### src/sv/vks_pkg.sv
// vks_pkg: shared types, register map and constants for the velocity key scanner.
// Depends on nothing; used by every module of the block.
`timescale 1ns / 1ps
`default_nettype none
package vks_pkg;

	// field widths fixed by the interface
	localparam int unsigned SAMPLE_W = 12;
	localparam int unsigned DISP_W   = 13;
	localparam int unsigned VEL_W    = 14;
	localparam int unsigned MINV_W   = 13;
	localparam int unsigned KEY_W    = 6;
	localparam int unsigned CHAN_W   = 4;
	localparam int unsigned GRP_W    = 6;
	localparam int unsigned ADDR_W   = 7;
	localparam int unsigned PADDR_W  = 4;
	localparam int unsigned PDATA_W  = 32;

	// register reset values
	localparam logic [SAMPLE_W-1:0] REST_RST = 12'd2110;
	localparam logic [SAMPLE_W-1:0] ATT_RST  = 12'd400;
	localparam logic [SAMPLE_W-1:0] REL_RST  = 12'd300;
	localparam logic [MINV_W-1:0]   MINV_RST = 13'd10;

	// register index (byte address / 4)
	typedef enum logic [1:0] {
		REG_RESTING     = 2'd0,
		REG_ATTACK_THR  = 2'd1,
		REG_RELEASE_THR = 2'd2,
		REG_MIN_VEL     = 2'd3
	} reg_idx_t;

	// result event codes
	typedef enum logic [1:0] {
		EV_NONE    = 2'd0,
		EV_ATTACK  = 2'd1,
		EV_RELEASE = 2'd2
	} event_t;

	// converter bus addresses of the key groups
	localparam logic [ADDR_W-1:0] BUS_ADDR_G0 = 7'h48;
	localparam logic [ADDR_W-1:0] BUS_ADDR_G1 = 7'h49;
	localparam logic [ADDR_W-1:0] BUS_ADDR_G2 = 7'h4A;
	localparam logic [ADDR_W-1:0] BUS_ADDR_G3 = 7'h4C;
	localparam logic [ADDR_W-1:0] BUS_ADDR_GL = 7'h4D;

	// configuration register set
	typedef struct packed {
		logic [SAMPLE_W-1:0] resting_level;
		logic [SAMPLE_W-1:0] attack_threshold;
		logic [SAMPLE_W-1:0] release_threshold;
		logic [MINV_W-1:0]   min_attack_velocity;
	} cfg_t;

	// per-key history entry
	typedef struct packed {
		logic                     pressed;
		logic signed [DISP_W-1:0] disp;
	} entry_t;

	// scan position of the key that follows the current one
	typedef struct packed {
		logic [CHAN_W-1:0] chan;
		logic [GRP_W-1:0]  grp;
	} scan_t;

	// group number to bus address; groups past the table take the last entry
	function automatic logic [ADDR_W-1:0] group_addr(input logic [GRP_W-1:0] grp);
		logic [ADDR_W-1:0] a;
		case (grp)
			6'd0:    a = BUS_ADDR_G0;
			6'd1:    a = BUS_ADDR_G1;
			6'd2:    a = BUS_ADDR_G2;
			6'd3:    a = BUS_ADDR_G3;
			default: a = BUS_ADDR_GL;
		endcase
		return a;
	endfunction

endpackage
`default_nettype wire

### src/sv/vks_cfg_regs.sv
// vks_cfg_regs: APB register file holding the scanner's resting level and thresholds.
// Depends on vks_pkg.
`timescale 1ns / 1ps
`default_nettype none
module vks_cfg_regs (
	input  wire logic                         clk,
	input  wire logic                         arst_n,
	input  wire logic                         psel,
	input  wire logic                         penable,
	input  wire logic                         pwrite,
	input  wire logic [vks_pkg::PADDR_W-1:0]  paddr,
	input  wire logic [vks_pkg::PDATA_W-1:0]  pwdata,
	output logic      [vks_pkg::PDATA_W-1:0]  prdata,
	output logic                              pready,
	output vks_pkg::cfg_t                     cfg
);

	vks_pkg::cfg_t     cfg_q;
	vks_pkg::reg_idx_t idx;
	logic              wr_en;

	assign idx    = vks_pkg::reg_idx_t'(paddr[3:2]);
	assign wr_en  = psel & penable & pwrite;
	assign pready = 1'b1;
	assign cfg    = cfg_q;

	// register writes on the access phase
	always_ff @(posedge clk or negedge arst_n) begin
		if (!arst_n) begin
			cfg_q.resting_level       <= vks_pkg::REST_RST;
			cfg_q.attack_threshold    <= vks_pkg::ATT_RST;
			cfg_q.release_threshold   <= vks_pkg::REL_RST;
			cfg_q.min_attack_velocity <= vks_pkg::MINV_RST;
		end else if (wr_en) begin
			unique case (idx)
				vks_pkg::REG_RESTING:     cfg_q.resting_level     <= pwdata[11:0];
				vks_pkg::REG_ATTACK_THR:  cfg_q.attack_threshold  <= pwdata[11:0];
				vks_pkg::REG_RELEASE_THR: cfg_q.release_threshold <= pwdata[11:0];
				vks_pkg::REG_MIN_VEL:     cfg_q.min_attack_velocity <= pwdata[12:0];
				default: ;
			endcase
		end
	end

	// read mux
	always_comb begin
		prdata = '0;
		unique case (idx)
			vks_pkg::REG_RESTING:     prdata = 32'(cfg_q.resting_level);
			vks_pkg::REG_ATTACK_THR:  prdata = 32'(cfg_q.attack_threshold);
			vks_pkg::REG_RELEASE_THR: prdata = 32'(cfg_q.release_threshold);
			vks_pkg::REG_MIN_VEL:     prdata = 32'(cfg_q.min_attack_velocity);
			default:                  prdata = '0;
		endcase
	end

endmodule
`default_nettype wire

### src/sv/vks_scan_ctr.sv
// vks_scan_ctr: round-robin key index with running mux channel and group counters.
// Depends on vks_pkg.
`timescale 1ns / 1ps
`default_nettype none
module vks_scan_ctr #(
	parameter int unsigned KEY_COUNT      = 60,
	parameter int unsigned KEYS_PER_GROUP = 12,
	parameter int unsigned KW             = 6
) (
	input  wire logic          clk,
	input  wire logic          arst_n,
	input  wire logic          step,
	output logic [KW-1:0]      key,
	output vks_pkg::scan_t     pos_nxt
);

	logic [KW-1:0]                  key_q;
	logic [KW-1:0]                  key_nxt;
	logic [vks_pkg::CHAN_W-1:0]     chan_q;
	logic [vks_pkg::GRP_W-1:0]      grp_q;
	logic                           key_wrap;
	logic                           chan_wrap;

	assign key_wrap  = (key_q == KW'(KEY_COUNT - 1));
	assign chan_wrap = (chan_q == vks_pkg::CHAN_W'(KEYS_PER_GROUP - 1));

	// position of the following key; channel and group count along with the key
	always_comb begin
		if (key_wrap) begin
			key_nxt      = '0;
			pos_nxt.chan = '0;
			pos_nxt.grp  = '0;
		end else begin
			key_nxt      = key_q + KW'(1);
			pos_nxt.chan = chan_wrap ? '0 : chan_q + vks_pkg::CHAN_W'(1);
			pos_nxt.grp  = chan_wrap ? grp_q + vks_pkg::GRP_W'(1) : grp_q;
		end
	end

	always_ff @(posedge clk or negedge arst_n) begin
		if (!arst_n) begin
			key_q  <= '0;
			chan_q <= '0;
			grp_q  <= '0;
		end else if (step) begin
			key_q  <= key_nxt;
			chan_q <= pos_nxt.chan;
			grp_q  <= pos_nxt.grp;
		end
	end

	assign key = key_q;

endmodule
`default_nettype wire

### src/sv/vks_key_store.sv
// vks_key_store: per-key history memory (last displacement, pressed flag) with
// reset-cleared valid bits and write-to-read forwarding. Depends on vks_pkg.
`timescale 1ns / 1ps
`default_nettype none
module vks_key_store #(
	parameter int unsigned KEY_COUNT = 60,
	parameter int unsigned KW        = 6
) (
	input  wire logic           clk,
	input  wire logic           arst_n,
	input  wire logic           rd_en,
	input  wire logic [KW-1:0]  rd_addr,
	output vks_pkg::entry_t     rd_data,
	input  wire logic           wr_en,
	input  wire logic [KW-1:0]  wr_addr,
	input  wire vks_pkg::entry_t wr_data
);

	vks_pkg::entry_t mem_q [KEY_COUNT];
	logic            vld_q [KEY_COUNT];
	vks_pkg::entry_t rdat_s1;
	vks_pkg::entry_t fdat_s1;
	logic            rvld_s1;
	logic            fwd_s1;

	// memory write
	always_ff @(posedge clk) begin
		if (wr_en) begin
			mem_q[wr_addr] <= wr_data;
		end
	end

	// registered read, with a bypass when the same key is written in that cycle
	always_ff @(posedge clk) begin
		if (rd_en) begin
			rdat_s1 <= mem_q[rd_addr];
			fdat_s1 <= wr_data;
		end
	end

	// valid bits: an entry never written reads as cleared
	always_ff @(posedge clk or negedge arst_n) begin
		if (!arst_n) begin
			for (int i = 0; i < KEY_COUNT; i++) begin
				vld_q[i] <= 1'b0;
			end
			rvld_s1 <= 1'b0;
			fwd_s1  <= 1'b0;
		end else begin
			if (wr_en) begin
				vld_q[wr_addr] <= 1'b1;
			end
			if (rd_en) begin
				rvld_s1 <= vld_q[rd_addr];
				fwd_s1  <= wr_en && (wr_addr == rd_addr);
			end
		end
	end

	always_comb begin
		if (fwd_s1) begin
			rd_data = fdat_s1;
		end else if (rvld_s1) begin
			rd_data = rdat_s1;
		end else begin
			rd_data = '0;
		end
	end

endmodule
`default_nettype wire

### src/sv/velocity_key_scanner.sv
// velocity_key_scanner: hall-sensor key scanner, top level.
// Pipeline: stage 1 registers the sample word and scan position, stage 2 the result
// word, which holds while the event side stalls. Throughput: one sample word per
// cycle unless the event side stalls, set by the single read and write port of the
// per-key history memory (read at intake, written as the result registers).
// Reset: scan position goes to key 0, all keys read as released with zero history
// at once (valid bits, no clearing pass), registers return to their defaults.
`timescale 1ns / 1ps
`default_nettype none
module velocity_key_scanner #(
	parameter int unsigned KEY_COUNT      = 60,
	parameter int unsigned KEYS_PER_GROUP = 12
) (
	input  wire logic                                clk,
	input  wire logic                                arst_n,
	// APB configuration
	input  wire logic                                psel,
	input  wire logic                                penable,
	input  wire logic                                pwrite,
	input  wire logic [vks_pkg::PADDR_W-1:0]         paddr,
	input  wire logic [vks_pkg::PDATA_W-1:0]         pwdata,
	output logic      [vks_pkg::PDATA_W-1:0]         prdata,
	output logic                                     pready,
	// sample channel
	input  wire logic                                sample_valid,
	output logic                                     sample_ready,
	input  wire logic [vks_pkg::SAMPLE_W-1:0]        sample,
	// event channel
	output logic                                     event_valid,
	input  wire logic                                event_ready,
	output logic [1:0]                               event_kind,
	output logic [vks_pkg::KEY_W-1:0]                key_index,
	output logic signed [vks_pkg::VEL_W-1:0]         strike_velocity,
	output logic [vks_pkg::CHAN_W-1:0]               next_mux_channel,
	output logic [vks_pkg::ADDR_W-1:0]               next_bus_address
);

	localparam int unsigned KW = (KEY_COUNT > 1) ? $clog2(KEY_COUNT) : 1;

	vks_pkg::cfg_t   cfg;
	vks_pkg::scan_t  pos_nxt;
	vks_pkg::entry_t hist;
	vks_pkg::entry_t upd;
	logic [KW-1:0]   key_cur;
	logic            take;
	logic            adv_s1;

	// stage 1: sample word plus scan position
	logic                          valid_s1;
	logic [vks_pkg::SAMPLE_W-1:0]  sample_s1;
	logic [KW-1:0]                 key_s1;
	vks_pkg::scan_t                pos_s1;

	// stage 2: result word
	logic                             valid_s2;
	vks_pkg::event_t                  kind_s2;
	logic [KW-1:0]                    key_s2;
	logic signed [vks_pkg::VEL_W-1:0] vel_s2;
	logic [vks_pkg::CHAN_W-1:0]       chan_s2;
	logic [vks_pkg::ADDR_W-1:0]       addr_s2;

	// evaluation
	logic signed [vks_pkg::DISP_W-1:0] disp;
	logic signed [vks_pkg::VEL_W-1:0]  vel;
	logic                              do_attack;
	logic                              do_release;
	vks_pkg::event_t                   kind;

	vks_cfg_regs u_cfg (
		.clk     (clk),
		.arst_n  (arst_n),
		.psel    (psel),
		.penable (penable),
		.pwrite  (pwrite),
		.paddr   (paddr),
		.pwdata  (pwdata),
		.prdata  (prdata),
		.pready  (pready),
		.cfg     (cfg)
	);

	vks_scan_ctr #(
		.KEY_COUNT      (KEY_COUNT),
		.KEYS_PER_GROUP (KEYS_PER_GROUP),
		.KW             (KW)
	) u_scan (
		.clk     (clk),
		.arst_n  (arst_n),
		.step    (take),
		.key     (key_cur),
		.pos_nxt (pos_nxt)
	);

	vks_key_store #(
		.KEY_COUNT (KEY_COUNT),
		.KW        (KW)
	) u_store (
		.clk     (clk),
		.arst_n  (arst_n),
		.rd_en   (take),
		.rd_addr (key_cur),
		.rd_data (hist),
		.wr_en   (adv_s1),
		.wr_addr (key_s1),
		.wr_data (upd)
	);

	// handshake: stage 1 moves on whenever the result register is free or drained
	assign adv_s1       = valid_s1 && (!valid_s2 || event_ready);
	assign sample_ready = !valid_s1 || adv_s1;
	assign take         = sample_valid && sample_ready;

	// displacement, velocity and hysteresis decision
	assign disp = $signed({1'b0, sample_s1}) - $signed({1'b0, cfg.resting_level});
	assign vel  = $signed({disp[vks_pkg::DISP_W-1], disp})
		- $signed({hist.disp[vks_pkg::DISP_W-1], hist.disp});
	assign do_attack = !hist.pressed
		&& (disp > $signed({1'b0, cfg.attack_threshold}))
		&& (vel >= $signed({1'b0, cfg.min_attack_velocity}));
	assign do_release = hist.pressed
		&& (disp < $signed({1'b0, cfg.release_threshold}));

	always_comb begin
		if (do_attack) begin
			kind = vks_pkg::EV_ATTACK;
		end else if (do_release) begin
			kind = vks_pkg::EV_RELEASE;
		end else begin
			kind = vks_pkg::EV_NONE;
		end
	end

	assign upd.pressed = (hist.pressed | do_attack) & ~do_release;
	assign upd.disp    = disp;

	// pipeline valid flags
	always_ff @(posedge clk or negedge arst_n) begin
		if (!arst_n) begin
			valid_s1 <= 1'b0;
			valid_s2 <= 1'b0;
		end else begin
			if (sample_ready) begin
				valid_s1 <= sample_valid;
			end
			if (!valid_s2 || event_ready) begin
				valid_s2 <= valid_s1;
			end
		end
	end

	// stage 1 payload
	always_ff @(posedge clk) begin
		if (take) begin
			sample_s1 <= sample;
			key_s1    <= key_cur;
			pos_s1    <= pos_nxt;
		end
	end

	// stage 2 payload
	always_ff @(posedge clk) begin
		if (adv_s1) begin
			kind_s2 <= kind;
			key_s2  <= key_s1;
			vel_s2  <= vel;
			chan_s2 <= pos_s1.chan;
			addr_s2 <= vks_pkg::group_addr(pos_s1.grp);
		end
	end

	assign event_valid      = valid_s2;
	assign event_kind       = kind_s2;
	assign key_index        = vks_pkg::KEY_W'(key_s2);
	assign strike_velocity  = vel_s2;
	assign next_mux_channel = chan_s2;
	assign next_bus_address = addr_s2;

endmodule
`default_nettype wire

### config.mk
export PLATFORM = sky130hd
export DESIGN_NAME = velocity_key_scanner
export DESIGN_NICKNAME = d
export VERILOG_FILES = /design/src/sv/vks_pkg.sv /design/src/sv/vks_cfg_regs.sv /design/src/sv/vks_scan_ctr.sv /design/src/sv/vks_key_store.sv /design/src/sv/velocity_key_scanner.sv
export SDC_FILE = /design/constraint.sdc
export NUM_CORES = 1
export LEC_CHECK = 0
export ABC_AREA = 1
export BUFFER_PORTS_ARGS = -buffer_cell sky130_fd_sc_hd__buf_2
export CAP_MARGIN = 25
export CORE_AREA = 2 2 299 301
export DETAILED_ROUTE_END_ITERATION = 12
export DIE_AREA = 0 0 301 303
export GPL_ROUTABILITY_DRIVEN = 0
export PLACE_DENSITY = 0.66
export SYNTH_ARGS = -nofsm -noshare
export SYNTH_HDL_FRONTEND = slang
export SYNTH_SLANG_ARGS = --single-unit
### constraint.sdc
create_clock -name clk -period 8 [get_ports clk]
set_input_delay 0 -clock clk [delete_from_list [all_inputs] [get_ports clk]]
set_output_delay 0 -clock clk [all_outputs]
set_load 0.02 [all_outputs]
==> insert_results.sql, run 1 <==
INSERT INTO impl_metrics (metric_group, metric, value, unit) VALUES
('die', 'placeableCoreArea', '88000', 'um^2'),
('clock_network', 'latest_clock_arrival_within_the_worst_skew_pair', '0.68', 'ns'),
('logic_synthesis', 'ys_seq_area_share', '71.0', '%'),
('layout', 'final_layout_net_count', '3816', ''),
('timing', 'final.min_clock_period', '5.68', 'ns'),
('timing', 'finalSetupTns', '0', 'ns'),
('place', 'placed_area', '45400', 'um^2'),
('layout', 'multi_input_area', '11100', 'um^2'),
('power_and_ir_drop', 'leakagePower', '17.5', 'nW'),
('layout', 'drive_gt1_share', '11.1', '%'),
('logic_synthesis', 'synthDominantAreaCellType', 'sky130_fd_sc_hd__edfxtp_1', ''),
('worst_setup_path', 'slowest_delay', '0.69', 'ns'),
('worst_setup_path', 'crit_start', 'u_cfg.cfg[39]', ''),
('clock_network', 'tritoncts_num_sinks', '1054', ''),
('die', 'fp.dieArea', '91200', 'um^2'),
('layout', 'area.growth.synth_to_final', '12.3', '%'),
('layout', 'register_area', '31000', 'um^2'),
('detailed_routing', 'viasPerCell', '5.87', ''),
('min_path', 'timing.hold.worst.start', 'sample[6]', ''),
('worst_setup_path', 'critical_path.reg2reg.startpoint', 'u_cfg.cfg[39]', ''),
('worst_setup_path', 'critPathLaunchType', 'flop', ''),
('global_route', 'first_global_vias', '26600', ''),
('clock_network', 'cts.repair_timing.setup_buffer_count', '0', ''),
('logic_synthesis', 'synth-seq-cells', '1054', ''),
('logic_synthesis', 'synth_top_area_share', '63.6', '%'),
('worst_setup_path', 'category_of_the_worst_setup_path_capture_point', 'flop', ''),
('power_and_ir_drop', 'vdd_drop_max', '0.239', 'mV'),
('timing', 'grt_setup_unrepaired', 'no', ''),
('timing', 'postLayoutSetupSlackWorst', '2.32', 'ns'),
('place', 'dpl_wire_length', '64100', 'um'),
('logic_synthesis', 'synth_commonest_cells', 'sky130_fd_sc_hd__edfxtp_1 (925), sky130_fd_sc_hd__o21ai_0 (545), sky130_fd_sc_hd__nor2_1 (531)', ''),
('clock_network', 'postCtsResizedCells', '0', ''),
('clock_network', 'cts-buffers-inserted', '102', ''),
('outcome', 'status', 'completed', ''),
('timing', 'slew-limit-headroom', '28.9', '%'),
('logic_synthesis', 'synth_enable_flop_cells', '925', ''),
('global_route', 'grt_pass1_wl', '169000', 'um'),
('die', 'floorplan.io_pins', '123', ''),
('layout', 'final_core_utilization', '55.8', '%'),
('layout', 'fillCellCount', '7168', ''),
('detailed_routing', 'detailedRoute.firstIterationViolations', '3580', ''),
('worst_setup_path', 'crit_type', 'reg -> reg', ''),
('logic_synthesis', 'synth_cell_type_count', '48', ''),
('timing', 'hold_ws', '0.0468', 'ns'),
('timing', 'achievable-frequency', '0.176', 'GHz'),
('detailed_routing', 'wire_per_inst', '22.9', 'um'),
('worst_setup_path', 'data_required_time_of_the_critical_path', '8.37', 'ns'),
('place', 'numPortBuffers', '77', ''),
('detailed_routing', 'wl', '114000', 'um'),
('global_route', 'grt_overflow', '0', ''),
('logic_synthesis', 'syn_area_per_cell', '12.0', 'um^2'),
('global_route', 'groute.usage.overall', '24.7', '%'),
('worst_setup_path', 'arrival', '6.05', 'ns'),
('timing', 'skew', '0.0247', 'ns'),
('logic_synthesis', 'synth.most_common_cell', 'sky130_fd_sc_hd__edfxtp_1', ''),
('detailed_routing', 'firstDrtPassIters', '6', ''),
('timing', 'final_hold_viol_count', '0', ''),
('die', 'floorplan.die.height', '303', 'um'),
('die', 'placementRows', '109', ''),
('clock_network', 'cts.clk_slew.worst_paths', '0.06', 'ns'),
('global_route', 'antenna_found_initial', '0', ''),
('timing', 'final-max-slew-violation-count', '0', ''),
('timing', 'worst-slew-pin-transition', '1.06', 'ns'),
('timing', 'fin_crit_sh', '71.0', '%'),
('logic_synthesis', 'yosysWarnings', '0', ''),
('place', 'dp_worst_setup_slack', '2.37', 'ns'),
('min_path', 'hold_path_class', 'in -> reg', ''),
('detailed_routing', 'vias', '29100', ''),
('clock_network', 'clock_tree_from_tritoncts', 'yes', ''),
('die', 'die_width', '301', 'um'),
('clock_network', 'hold_buffers', '30', '');
layout by cell type (no fill, tap or decap), types with 87 or more instances in the layout:
cell type	n
sky130_fd_sc_hd__clkbuf_16	104
sky130_fd_sc_hd__dfrtp_1	111
sky130_fd_sc_hd__edfxtp_1	925
sky130_fd_sc_hd__inv_1	179
sky130_fd_sc_hd__nand2_1	408
sky130_fd_sc_hd__nand3_1	122
sky130_fd_sc_hd__nor2_1	511
sky130_fd_sc_hd__o21ai_0	545
sky130_fd_sc_hd__o221ai_1	87
sky130_fd_sc_hd__o22ai_1	119
critical path: cells and delay by family, from the launching register on:
family | cells | cell delay, ns
AO/OA/AOI/OAI | 2 | 0.31
XOR/XNOR | 2 | 0.30
adder cells (fa/ha/maj) | 3 | 1.19
buffers and inverters | 5 | 1.39
flip-flops | 1 | 0.54
AND/OR/NAND/NOR | 19 | 1.57
cells by family after synthesis:
kind of cell    share of synthesized area (%)
compound gates                           11.9
simple gates                             11.1
other cells                            0.0172
fa+ha+maj                                1.55
flops                                    71.0
buf+inv                                  3.98
xor+xnor                                0.421
through the flow:
step	std cells	power, mW
floorplan	3653	11.0
global placement	4737	13.2
detailed placement	4737	13.3
CTS	4957	18.1
global route	4959	18.9
finish	4959	18.1
flip-flops by register name (all words and copies together) (netlist names):
signal	cells
event_kind	2
key_s1	6
u_store.fwd_s1	1
valid_s1	1
u_scan.key	6
strike_velocity	14
next_mux_channel	4
next_bus_address	3
sample_s1	12
u_store.vld_q	60
pos_s1	10
u_scan.grp_q	6
u_store.fdat_s1	14
u_store.rvld_s1	1
event_valid	1
u_cfg.cfg	49
u_store.rdat_s1	14
u_scan.chan_q	4
key_index	6
u_store.mem_q	840
report_power, final:
group          internal, mW  switching (mW)
logic                  1.57            4.36
registers              7.05           0.269
clock network          2.78            2.03
cell type report:
type                       instances  share of cell area [%]
clock buffer                     123                    5.49
clock inverter                    67                    1.30
timing repair buffer             188                    2.80
tap                             1165                    2.97
sequential                      1054                    63.3
multi-input combinational       2172                    22.7
inverter                         190                    1.48
final timing paths:
path                            slack [ns]                    end  depth (start not counted)
worst max-delay path                  2.32  u_store.mem_q[15][13]                         31
worst min-delay path                  0.05           sample_s1[6]                          2
worst max register to register        2.32  u_store.mem_q[15][13]                         31
worst min register to register        0.42    next_mux_channel[3]                          0
max in group asynchronous             6.41          u_scan.key[1]                          4
min in group asynchronous             0.52          u_cfg.cfg[15]                          3
metal layers:
metal	track usage, %	wire length [um]	vias up
met5	0	0	-
met4	7.31	2690	0
met3	3.28	9790	142
met2	37.9	52400	1373
met1	36.9	48900	14400
li1	-	-	13200
Note: power is estimated with default switching activity, not from simulation.
==> run 2: changes to the inputs <==
==> constraint.sdc (replaced) <==
create_clock -name clk -period 5.9 [get_ports clk]
set_input_delay 0 -clock clk [delete_from_list [all_inputs] [get_ports clk]]
set_output_delay 0 -clock clk [all_outputs]
set_load 0.02 [all_outputs]
==> insert_results.sql, run 2 (same netlist as run 1, synthesis figures left out) <==
INSERT INTO impl_metrics (metric_group, metric, value, unit) VALUES
('power_and_ir_drop', 'pwr_dens', '501', 'nW/um^2'),
('clock_network', 'latest_clock_arrival_within_the_worst_skew_pair', '0.68', 'ns'),
('timing', 'final_hold_viol_count', '0', ''),
('die', 'floorplan.io_pins', '123', ''),
('power_and_ir_drop', 'cellInternalPower', '15.7', 'mW'),
('die', 'fp.dieArea', '91200', 'um^2'),
('detailed_routing', 'detailedRoute.firstIterationViolations', '3230', ''),
('global_route', 'top_usage_layer', 'met2', ''),
('worst_setup_path', 'slowest_delay', '0.54', 'ns'),
('worst_setup_path', 'critical_path.slowest_cell', 'sky130_fd_sc_hd__dfstp_2', ''),
('global_route', 'grt_overflow', '0', ''),
('layout', 'area.growth.synth_to_final', '13.0', '%'),
('clock_network', 'tritoncts_num_sinks', '1054', ''),
('global_route', 'groute.layer.met2.usage', '39.0', '%'),
('power_and_ir_drop', 'p_sw_share', '36.5', '%'),
('global_route', 'antenna_found_initial', '1', ''),
('global_route', 'pin_count_of_the_biggest_net_entering_global_routing', '161', ''),
('detailed_routing', 'drc_violation_count_after_routing', '0', ''),
('power_and_ir_drop', 'clock_power_share', '27.3', '%'),
('clock_network', 'clock_tree.buffer_depth', '3', ''),
('place', 'placedCellCount', '4743', ''),
('timing', 'achievable-frequency', '0.201', 'GHz'),
('detailed_routing', 'wl', '113000', 'um'),
('place', 'dpl_wire_length', '63700', 'um'),
('worst_setup_path', 'critPathMaxFanout', '61', ''),
('timing', 'final-max-slew-violation-count', '0', ''),
('layout', 'registers.top_by_ff_count', 'u_store.mem_q', ''),
('clock_network', 'cts.clk_slew.worst_paths', '0.06', 'ns'),
('worst_setup_path', 'r2r_slack', '0.93', 'ns'),
('clock_network', 'clock_tree.root_cell', 'sky130_fd_sc_hd__clkbuf_16', ''),
('clock_network', 'h_tree_level_count', '3', ''),
('die', 'placementRows', '109', ''),
('timing', 'slew-limit-headroom', '26.0', '%'),
('worst_setup_path', 'category_of_the_worst_setup_path_capture_point', 'flop', ''),
('timing', 'final.min_clock_period', '4.97', 'ns'),
('worst_setup_path', 'worstPathBufferInverterCount', '4', ''),
('timing', 'postLayoutSetupSlackWorst', '0.926', 'ns'),
('layout', 'final_core_utilization', '56.1', '%'),
('clock_network', 'postCtsResizedCells', '0', ''),
('timing', 'skew', '0.0256', 'ns'),
('layout', 'drive_gt1_share', '11.6', '%'),
('detailed_routing', 'firstDrtPassIters', '7', ''),
('power_and_ir_drop', 'p_switching', '9.03', 'mW'),
('power_and_ir_drop', 'leakagePower', '17.7', 'nW'),
('outcome', 'status', 'completed', ''),
('timing', 'worst-slew-pin-transition', '1.11', 'ns'),
('place', 'dp_worst_setup_slack', '1.01', 'ns'),
('power_and_ir_drop', 'power.share.combinational', '32.4', '%'),
('layout', 'highest_count_cells_in_the_layout_ignoring_fill_and_taps', 'sky130_fd_sc_hd__edfxtp_1 (925), sky130_fd_sc_hd__o21ai_0 (545), sky130_fd_sc_hd__nor2_1 (512), sky130_fd_sc_hd__nand2_1 (408), sky130_fd_sc_hd__inv_1 (179)', ''),
('layout', 'final_cell_count_no_fill', '4974', ''),
('timing', 'finalSetupTns', '0', 'ns'),
('layout', 'num_antenna_cells', '0', ''),
('power_and_ir_drop', 'report.power.total', '24.7', 'mW'),
('die', 'floorplan.die.height', '303', 'um'),
('worst_setup_path', 'arrival', '5.34', 'ns'),
('global_route', 'groute.usage.overall', '24.8', '%'),
('place', 'numPortBuffers', '77', ''),
('worst_setup_path', 'critPathLaunchType', 'flop', ''),
('layout', 'layout_commonest_cell', 'sky130_fd_sc_hd__edfxtp_1', ''),
('die', 'placeableCoreArea', '88000', 'um^2'),
('worst_setup_path', 'data_required_time_of_the_critical_path', '6.27', 'ns'),
('min_path', 'hold_path_class', 'in -> reg', ''),
('clock_network', 'clock_tree_from_tritoncts', 'yes', ''),
('job', 'cap_viol_max_count', '0', ''),
('die', 'die_width', '301', 'um'),
('global_route', 'grt_pass1_wl', '170000', 'um'),
('clock_network', 'cts-buffers-inserted', '105', ''),
('die', 'initial_core_util', '49.7', '%'),
('global_route', 'first_global_vias', '27300', ''),
('worst_setup_path', 'worst_path_most_repeated_cell', 'sky130_fd_sc_hd__nand2_1', ''),
('power_and_ir_drop', 'vdd_drop_max', '0.366', 'mV'),
('power_and_ir_drop', 'power.sequential.fraction', '40.4', '%'),
('detailed_routing', 'vias', '29100', ''),
('detailed_routing', 'wire_per_inst', '22.8', 'um'),
('layout', 'final_layout_net_count', '3827', ''),
('detailed_routing', 'post_route_antenna_net_violation_count', '0', ''),
('global_route', 'globalRouteMet3Util', '4.50', '%'),
('worst_setup_path', 'crit_type', 'reg -> reg', ''),
('detailed_routing', 'viasPerCell', '5.85', ''),
('global_route', 'grt.met1_usage', '34.9', '%'),
('timing', 'fin_crit_sh', '84.3', '%'),
('layout', 'number_of_flip_flops_under_the_largest_register_name', '840', ''),
('timing', 'setup_viol_count_final', '0', ''),
('worst_setup_path', 'family_with_the_most_delay_on_the_worst_path', 'simple AND/OR/NAND/NOR gates', ''),
('timing', 'grt_setup_unrepaired', 'no', '');
run 2: cell types whose count changed in the layout (fill, tap and decap cells not counted), sizes merged:
cell	change
bufinv	-1
clkbuf	+16
clkinv	-4
buf	+8
clkinvlp	-4
run 2: layer usage:
metal / vias to the layer above / part of all wire (%)
met5: - / 0.014
met4: 2 / 3.3
met3: 180 / 8.3
met2: 1289 / 46
li1: 13300 / -
met1: 14300 / 42
run 2: final timing paths:
kind | from | end | cells past startpoint
min | sample[6] | sample_s1[6] | 2
max reg2reg | u_cfg.cfg[39] | u_store.mem_q[32][13] | 29
min in group asynchronous | arst_n | u_cfg.cfg[3] | 3
max in group asynchronous | arst_n | u_scan.key[0] | 4
max | u_cfg.cfg[39] | u_store.mem_q[32][13] | 29
min reg2reg | pos_s1[7] | next_mux_channel[1] | 0
run 2: what timing repair did:
item,in CTS,in global routing
endpoints found under the hold margin,126,0
setup endpoints to repair,0,0
hold buffers,30,0
buffers inserted,0,0
run 2: power by group through the flow:
stage	combinational, mW	clock, mW	sequential (mW)
6_report	8.00	6.74	9.97
5_1_grt	8.77	7.10	10.0
4_1_cts	7.93	6.80	9.96
3_5_place_dp	7.88	0	10.1
3_3_place_gp	7.73	0	10.1
2_1_floorplan	4.96	0	10.0
run 2: worst register-to-register path, delay by kind of cell, from the launching register on:
kind                       cells  cell delay, ns
xor gates and xnor gates       2            0.29
buffers and inverters          4            0.70
and+or+nand+nor               15            1.15
DFF                            1            0.54
AOI/OAI and AO/OA              5            0.86
adders and majority gates      3            1.09
run 2: area by class of cell:
type                       instances  area (um^2)
sequential                      1054        31000
clock buffer                     139         2900
multi-input combinational       2172        11100
timing repair buffer             196         1510
tap                             1165         1460
fill                            7056        38600
inverter                         190          726
clock inverter                    58          597
run 2: per-stage QoR:
| step | hold slack, ns | area [um^2] |
|---|---|---|
| floorplan | -0.296 | 43800 |
| global placement | 0.0341 | 45500 |
| detailed placement | 0.0349 | 45500 |
| CTS | 0.0169 | 49300 |
| global route | 0.0292 | 49400 |
| finish | 0.0428 | 49400 |
